`src/rtl/lsar_pkg.sv`:
```
// Shared types and constants for the light sensor auto-range block.
// Used by lsar_cfg, lsar_ladder and the top level; depends on nothing else.
`default_nettype none

package lsar_pkg;

	localparam int unsigned COUNT_W = 16;
	localparam int unsigned GAIN_W  = 2;
	localparam int unsigned TIME_W  = 3;
	localparam int unsigned REP_W   = 2;
	localparam int unsigned CFG_IDX_W = 1;

	localparam logic [COUNT_W-1:0] COUNT_SAT    = 16'hFFFF;
	localparam logic [COUNT_W-1:0] DARK_RESET   = 16'd100;
	localparam logic [COUNT_W-1:0] BRIGHT_RESET = 16'd30000;

	localparam logic [GAIN_W-1:0] GAIN_LOW = 2'd0;
	localparam logic [GAIN_W-1:0] GAIN_MAX = 2'd3;

	localparam logic [TIME_W-1:0] TIME_100 = 3'd0;
	localparam logic [TIME_W-1:0] TIME_200 = 3'd1;
	localparam logic [TIME_W-1:0] TIME_600 = 3'd5;

	// Configuration register indexes.
	typedef enum logic [CFG_IDX_W-1:0] {
		REG_DARK   = 1'b0,
		REG_BRIGHT = 1'b1
	} reg_idx_t;

	// Threshold pair handed from the register file to the ladder.
	typedef struct packed {
		logic [COUNT_W-1:0] dark;
		logic [COUNT_W-1:0] bright;
	} thresh_t;

	// Outcome of one ladder step: new setting, flags and next repeat count.
	typedef struct packed {
		logic [GAIN_W-1:0] gain;
		logic [TIME_W-1:0] tlev;
		logic              changed;
		logic              limit;
		logic              again;
		logic [REP_W-1:0]  rep;
	} step_t;

endpackage

`default_nettype wire

```
`src/rtl/lsar_cfg.sv`:
```
// Threshold register file of the light sensor auto-range block.
// Depends on lsar_pkg for widths, reset values and register indexes.
`default_nettype none

module lsar_cfg (
	input  wire logic                            clk,
	input  wire logic                            arst_n,
	input  wire logic                            cfg_we,
	input  wire logic [lsar_pkg::CFG_IDX_W-1:0]  cfg_index,
	input  wire logic [lsar_pkg::COUNT_W-1:0]    cfg_data,
	output lsar_pkg::thresh_t                    thresh
);

	logic [lsar_pkg::COUNT_W-1:0] dark_q;
	logic [lsar_pkg::COUNT_W-1:0] bright_q;

	// Write one threshold per enabled cycle; the index selects which.
	always_ff @(posedge clk or negedge arst_n) begin
		if (!arst_n) begin
			dark_q   <= lsar_pkg::DARK_RESET;
			bright_q <= lsar_pkg::BRIGHT_RESET;
		end else if (cfg_we) begin
			case (lsar_pkg::reg_idx_t'(cfg_index))
				lsar_pkg::REG_DARK:   dark_q   <= cfg_data;
				lsar_pkg::REG_BRIGHT: bright_q <= cfg_data;
				default: ;
			endcase
		end
	end

	assign thresh.dark   = dark_q;
	assign thresh.bright = bright_q;

endmodule

`default_nettype wire

```
`src/rtl/lsar_ladder.sv`:
```
// Combinational ranging step: classifies one measurement and moves the
// gain / integration-time ladder one rung. Depends on lsar_pkg.
`default_nettype none

module lsar_ladder #(
	parameter int unsigned MAX_REPEATS = 3
) (
	input  wire logic [lsar_pkg::COUNT_W-1:0] vis,
	input  wire logic [lsar_pkg::COUNT_W-1:0] ir,
	input  wire lsar_pkg::thresh_t            thresh,
	input  wire logic [lsar_pkg::GAIN_W-1:0]  gain_cur,
	input  wire logic [lsar_pkg::TIME_W-1:0]  time_cur,
	input  wire logic [lsar_pkg::REP_W-1:0]   rep_cur,
	output lsar_pkg::step_t                   step
);

	logic dark;
	logic bright;

	// Dark takes priority; saturation on either channel counts as bright.
	assign dark   = vis < thresh.dark;
	assign bright = (vis > thresh.bright) || (vis == lsar_pkg::COUNT_SAT) ||
		(ir == lsar_pkg::COUNT_SAT);

	// Ladder: gain moves first and sets 200 ms; time steps only at the gain extremes.
	always_comb begin
		step.gain    = gain_cur;
		step.tlev    = time_cur;
		step.changed = 1'b0;
		step.limit   = 1'b0;
		if (dark) begin
			if (gain_cur != lsar_pkg::GAIN_MAX) begin
				step.gain    = gain_cur + 2'd1;
				step.tlev    = lsar_pkg::TIME_200;
				step.changed = 1'b1;
			end else if (time_cur < lsar_pkg::TIME_600) begin
				step.tlev    = time_cur + 3'd1;
				step.changed = 1'b1;
			end else if (time_cur == lsar_pkg::TIME_600) begin
				step.limit   = 1'b1;
			end else begin
				// Out-of-range time level snaps back to the longest time.
				step.tlev    = lsar_pkg::TIME_600;
				step.changed = 1'b1;
			end
		end else if (bright) begin
			if (gain_cur != lsar_pkg::GAIN_LOW) begin
				step.gain    = gain_cur - 2'd1;
				step.tlev    = lsar_pkg::TIME_200;
				step.changed = 1'b1;
			end else if (time_cur == lsar_pkg::TIME_100) begin
				step.limit   = 1'b1;
			end else if (time_cur <= lsar_pkg::TIME_600) begin
				step.tlev    = time_cur - 3'd1;
				step.changed = 1'b1;
			end else begin
				// Out-of-range time level snaps back to the shortest time.
				step.tlev    = lsar_pkg::TIME_100;
				step.changed = 1'b1;
			end
		end

		// Re-measure chain: count requests in a row, end the chain otherwise.
		step.again = step.changed && (rep_cur < lsar_pkg::REP_W'(MAX_REPEATS));
		step.rep   = step.again ? (rep_cur + 2'd1) : '0;
	end

endmodule

`default_nettype wire

```
`src/rtl/light_sensor_auto_range.sv`:
```
// Light sensor automatic gain and integration-time ranging block.
// Top level; depends on lsar_pkg, lsar_cfg and lsar_ladder.
//
// Usage:
//  - Input channel (in_valid / in_stall) carries one measurement per
//    transaction: visible_count and infrared_count.
//  - Output channel (out_valid / out_stall) carries one result per
//    measurement: new gain and time levels, changed, limit and re-measure.
//  - Thresholds are written through cfg_we / cfg_index / cfg_data while
//    the block is idle; they apply to every later measurement.
//  - Path: an accepted measurement is held in the input register, and its
//    result is then loaded into the result register.
//  - Throughput: one measurement per cycle unless the receiver stalls. The
//    gain, time and repeat registers are updated in the same cycle as the
//    result register, so the next measurement sees the new setting at once.
//  - Reset clears both pipeline stages, sets low gain, 100 ms and a zero
//    repeat count, and loads the default thresholds (100 and 30000).
//  - While the receiver stalls, the held result stays unchanged; one more
//    measurement is taken into the input register, after which in_stall
//    is raised until the result is taken.
`default_nettype none

module light_sensor_auto_range #(
	parameter int unsigned MAX_REPEATS = 3
) (
	input  wire logic        clk,
	input  wire logic        arst_n,
	input  wire logic        cfg_we,
	input  wire logic [0:0]  cfg_index,
	input  wire logic [15:0] cfg_data,
	input  wire logic        in_valid,
	output logic             in_stall,
	input  wire logic [15:0] visible_count,
	input  wire logic [15:0] infrared_count,
	output logic             out_valid,
	input  wire logic        out_stall,
	output logic [1:0]       gain_level,
	output logic [2:0]       time_level,
	output logic             setting_changed,
	output logic             limit_reached,
	output logic             remeasure
);

	lsar_pkg::thresh_t thresh;
	lsar_pkg::step_t   step;

	logic                          valid_s1;
	logic [lsar_pkg::COUNT_W-1:0]  vis_s1;
	logic [lsar_pkg::COUNT_W-1:0]  ir_s1;
	logic [lsar_pkg::GAIN_W-1:0]   gain_q;
	logic [lsar_pkg::TIME_W-1:0]   time_q;
	logic [lsar_pkg::REP_W-1:0]    rep_q;
	logic                          out_valid_q;
	lsar_pkg::step_t               res_q;
	logic                          out_free;
	logic                          advance;
	logic                          in_take;

	lsar_cfg u_cfg (
		.clk       (clk),
		.arst_n    (arst_n),
		.cfg_we    (cfg_we),
		.cfg_index (cfg_index),
		.cfg_data  (cfg_data),
		.thresh    (thresh)
	);

	lsar_ladder #(
		.MAX_REPEATS (MAX_REPEATS)
	) u_ladder (
		.vis      (vis_s1),
		.ir       (ir_s1),
		.thresh   (thresh),
		.gain_cur (gain_q),
		.time_cur (time_q),
		.rep_cur  (rep_q),
		.step     (step)
	);

	// Handshake: the result register frees when empty or being taken.
	assign out_free = !out_valid_q || !out_stall;
	assign advance  = valid_s1 && out_free;
	assign in_stall = valid_s1 && !out_free;
	assign in_take  = in_valid && !in_stall;

	// Input register.
	always_ff @(posedge clk or negedge arst_n) begin
		if (!arst_n) begin
			valid_s1 <= 1'b0;
		end else if (in_take) begin
			valid_s1 <= 1'b1;
		end else if (advance) begin
			valid_s1 <= 1'b0;
		end
	end

	always_ff @(posedge clk) begin
		if (in_take) begin
			vis_s1 <= visible_count;
			ir_s1  <= infrared_count;
		end
	end

	// Ranging state, updated as each measurement completes.
	always_ff @(posedge clk or negedge arst_n) begin
		if (!arst_n) begin
			gain_q <= lsar_pkg::GAIN_LOW;
			time_q <= lsar_pkg::TIME_100;
			rep_q  <= '0;
		end else if (advance) begin
			gain_q <= step.gain;
			time_q <= step.tlev;
			rep_q  <= step.rep;
		end
	end

	// Result register.
	always_ff @(posedge clk or negedge arst_n) begin
		if (!arst_n) begin
			out_valid_q <= 1'b0;
		end else if (out_free) begin
			out_valid_q <= valid_s1;
		end
	end

	always_ff @(posedge clk) begin
		if (advance) begin
			res_q <= step;
		end
	end

	assign out_valid       = out_valid_q;
	assign gain_level      = res_q.gain;
	assign time_level      = res_q.tlev;
	assign setting_changed = res_q.changed;
	assign limit_reached   = res_q.limit;
	assign remeasure       = res_q.again;

endmodule

`default_nettype wire

```
`config.mk`:
```
export PLATFORM = sky130hd
export DESIGN_NAME = light_sensor_auto_range
export DESIGN_NICKNAME = d
export VERILOG_FILES = /design/src/rtl/lsar_pkg.sv /design/src/rtl/lsar_cfg.sv /design/src/rtl/lsar_ladder.sv /design/src/rtl/light_sensor_auto_range.sv
export SDC_FILE = /design/constraint.sdc
export NUM_CORES = 1
export LEC_CHECK = 0
export ABC_AREA = 1
export BUFFER_PORTS_ARGS = -buffer_cell sky130_fd_sc_hd__buf_2
export CORE_MARGIN = 2
export CORE_UTILIZATION = 37
export CTS_CLUSTER_DIAMETER = 30
export DETAILED_ROUTE_END_ITERATION = 12
export HOLD_SLACK_MARGIN = 0.03
export PLACE_DENSITY = 0.54
export SKIP_LAST_GASP = 1
export SLEW_MARGIN = 20
export SYNTH_ARGS = -nofsm -noshare
export SYNTH_HDL_FRONTEND = slang
export SYNTH_SLANG_ARGS = --single-unit
```
`constraint.sdc`:
```
create_clock -name clk -period 6.4 [get_ports clk]
set_clock_uncertainty 0.15 [all_clocks]
set_input_delay 0.96 -clock clk [delete_from_list [all_inputs] [get_ports clk]]
set_output_delay 0.96 -clock clk [all_outputs]
set_load 0.02 [all_outputs]
```
==> results.toml <==
[clock_network]
cts_sinks = 81
cts_buffers = 9
clk_latency_ns = 0.35
cts_root_buf = "clkbuf_8"
ctsResizeCount = 0
holdBufCountCts = 0
htreeDepth = 3
cts.clk_slew.worst_paths_ns = 0.07
cts_tree = "yes"
cts.path.max_buffers = 2
postCtsSetupBuffers = 0

[global_route]
grt_max_degree = 42
first_global_vias = 2907
track_usage_pct = 14.4
overflow = 0
antenna_found_initial = 0
grt_pass1_wl_mm = 13.2

[logic_synthesis]
netlist.area_leader.share_pct = 29.5
yosysSeqAreaShare_pct = 55.0
syn_area_per_cell_um2 = 9.38
ys_types = 28
synth_seq_cells = 81
synth.largest_area_cell = "edfxtp_1"
async_reset_ff_share_pct = 50.6
syn_nets = 524
yosys-top-cells-area = "edfxtp_1 30%, dfrtp_1 19%, ha_1 11%, nand2_1 9.5%, inv_1 6.9%"
ys_warn_count = 0
synthTopCellsByCount = "103 x nand2_1, 75 x inv_1, 41 x o21ai_0"
netlist_area_mm2 = 0.00407
synth_top_flop_cell = "edfxtp_1"
synth.most_common_cell = "nand2_1"
synth-edff-count = 40
synthCells = 434

[sta]
min_period_ns = 2.52
period_share_pct = 39.4
slew_headroom_pct = 32.9
setup_viol = 0
final_max_slew_viol_count = 0
max_freq_ghz = 0.397
rsz0062_at_grt = "no"
hold_violations = 0
timing_worst_slew_pin_value_ns = 1.00
finalSetupTns_ns = 0

[floorplan]
die-height_um = 109
dieArea_mm2 = 0.0119
die_w_um = 109
io_pins = 64
start_util_pct = 37.7
rows = 38
core_area_mm2 = 0.0108

[setup_path]
cp.required_ns = 5.29
arrival_ns = 1.41
path_cells = "buf_2 -> nand2_1 -> nor2_1 -> buf_2"
cpPeakStageDelay_ns = 0.17
cp-start-kind = "input port"
slowest_stage = "buf_2"
cp_max_fo = 5
worstSetupPathType = "in -> out"
cp-end-kind = "output pin"
crit_path_frequent_cell = "buf_2"

[routing]
vias = 2936
dr.pass1.iters = 4
drc_errors = 0
drt_iter0_markers = 153
wl_per_cell_um = 11.9
postRouteAntennaNets = 0
wirelength_mm = 7.66
routed_via_density = 4.54

[run]
max-cap-violations = 0

[finish]
regArea_mm2 = 0.00224
finish.utilization_pct = 44.6
syn2layout_area_growth_pct = 18.1
nFillCells = 1034
antennaDiodeCount = 0
drive_gt1_share_pct = 18.6
multi_input_area_mm2 = 0.00150
nets = 591

[place]
gp_congestion = 0.856
dpl.hpwl_mm = 5.73
port_buffers = 63

[power]
powerDensity_mw_per_mm2 = 328
p_leak_uw = 0.00235
irDropWorstVdd_v = 0.000125

[outcome]
status = "complete, no violations"

[hold_path]
holdCritPathClass = "reg -> reg"
## where the power goes
group | leakage (µW) | total (µW) | internal, µW | switching, µW
logic | 0.00134 | 373 | 143 | 229
registers | 0.000872 | 691 | 638 | 52.5
clock network | 0.000138 | 514 | 337 | 177
## layout by cell type (no fill, tap or decap), types with 15 or more instances in the layout
cell,count
nand3_1,23
buf_2,63
nor2_1,19
o21ai_0,41
edfxtp_1,40
ha_1,36
nand2_1,103
a21oi_1,15
dfrtp_1,31
inv_1,75
## per-layer routing
metal | wire length, µm | GRT usage (%)
met1 | 3600 | 18.9
met2 | 3640 | 22.7
met3 | 267 | 3.47
met4 | 156 | 6.04
met5 | 0 | 0
## per-stage QoR
step	hold slack [ns]	cell area, µm²	setup WS, ns	total power (µW)	std cells
final	0.340	4810	3.88	1580	646
after global routing	0.360	4810	3.84	1700	646
after CTS	0.345	4810	3.87	1600	646
after detailed placement	0.328	4530	3.87	1080	630
after global placement	0.319	4530	3.91	1070	630
after floorplan	0.303	4070	3.94	978	434
## cell type report
cell class	instances	share of cell area [%]
clock buffer	10	2.65
clock inverter	6	3.20
inverter	77	6.01
multi-input combinational	268	31.2
sequential	81	46.6
tap	140	3.64
timing repair buffer	64	6.71
## final timing paths
check | start | to | slack (ns) | cells past startpoint
hold / removal | u_cfg.bright_q[13] | u_cfg.bright_q[13] | 0.34 | 2
setup reg to reg | u_cfg.dark_q[5] | time_level[2] | 4.03 | 10
max in group asynchronous | arst_n | valid_s1 | 4.92 | 1
hold reg to reg | u_cfg.bright_q[13] | u_cfg.bright_q[13] | 0.34 | 2
setup / recovery | out_stall | in_stall | 3.88 | 4
min in group asynchronous | arst_n | u_cfg.bright_q[3] | 0.60 | 1
## cell families after synthesis
group | count (synthesis) | synth area share [%]
simple gates | 170 | 17.9
buf+inv | 85 | 8.11
flops | 81 | 55.0
compound gates | 60 | 7.50
fa+ha+maj | 36 | 11.1
xor+xnor | 2 | 0.430
## critical path, delay by kind of cell
family,cells,cell delay (ns)
buffers and inverters,2,0.24
AND/OR/NAND/NOR,2,0.20
## registers in the layout (all words and copies together), names as in the netlist
register         cells
gain_level           2
gain_q               2
ir_s1               16
limit_reached        1
out_valid            1
remeasure            1
rep_q                2
setting_changed      1
time_level           3
time_q               3
u_cfg.bright_q      16
u_cfg.dark_q        16
valid_s1             1
vis_s1              16
Power figures use the tool's default switching activity.
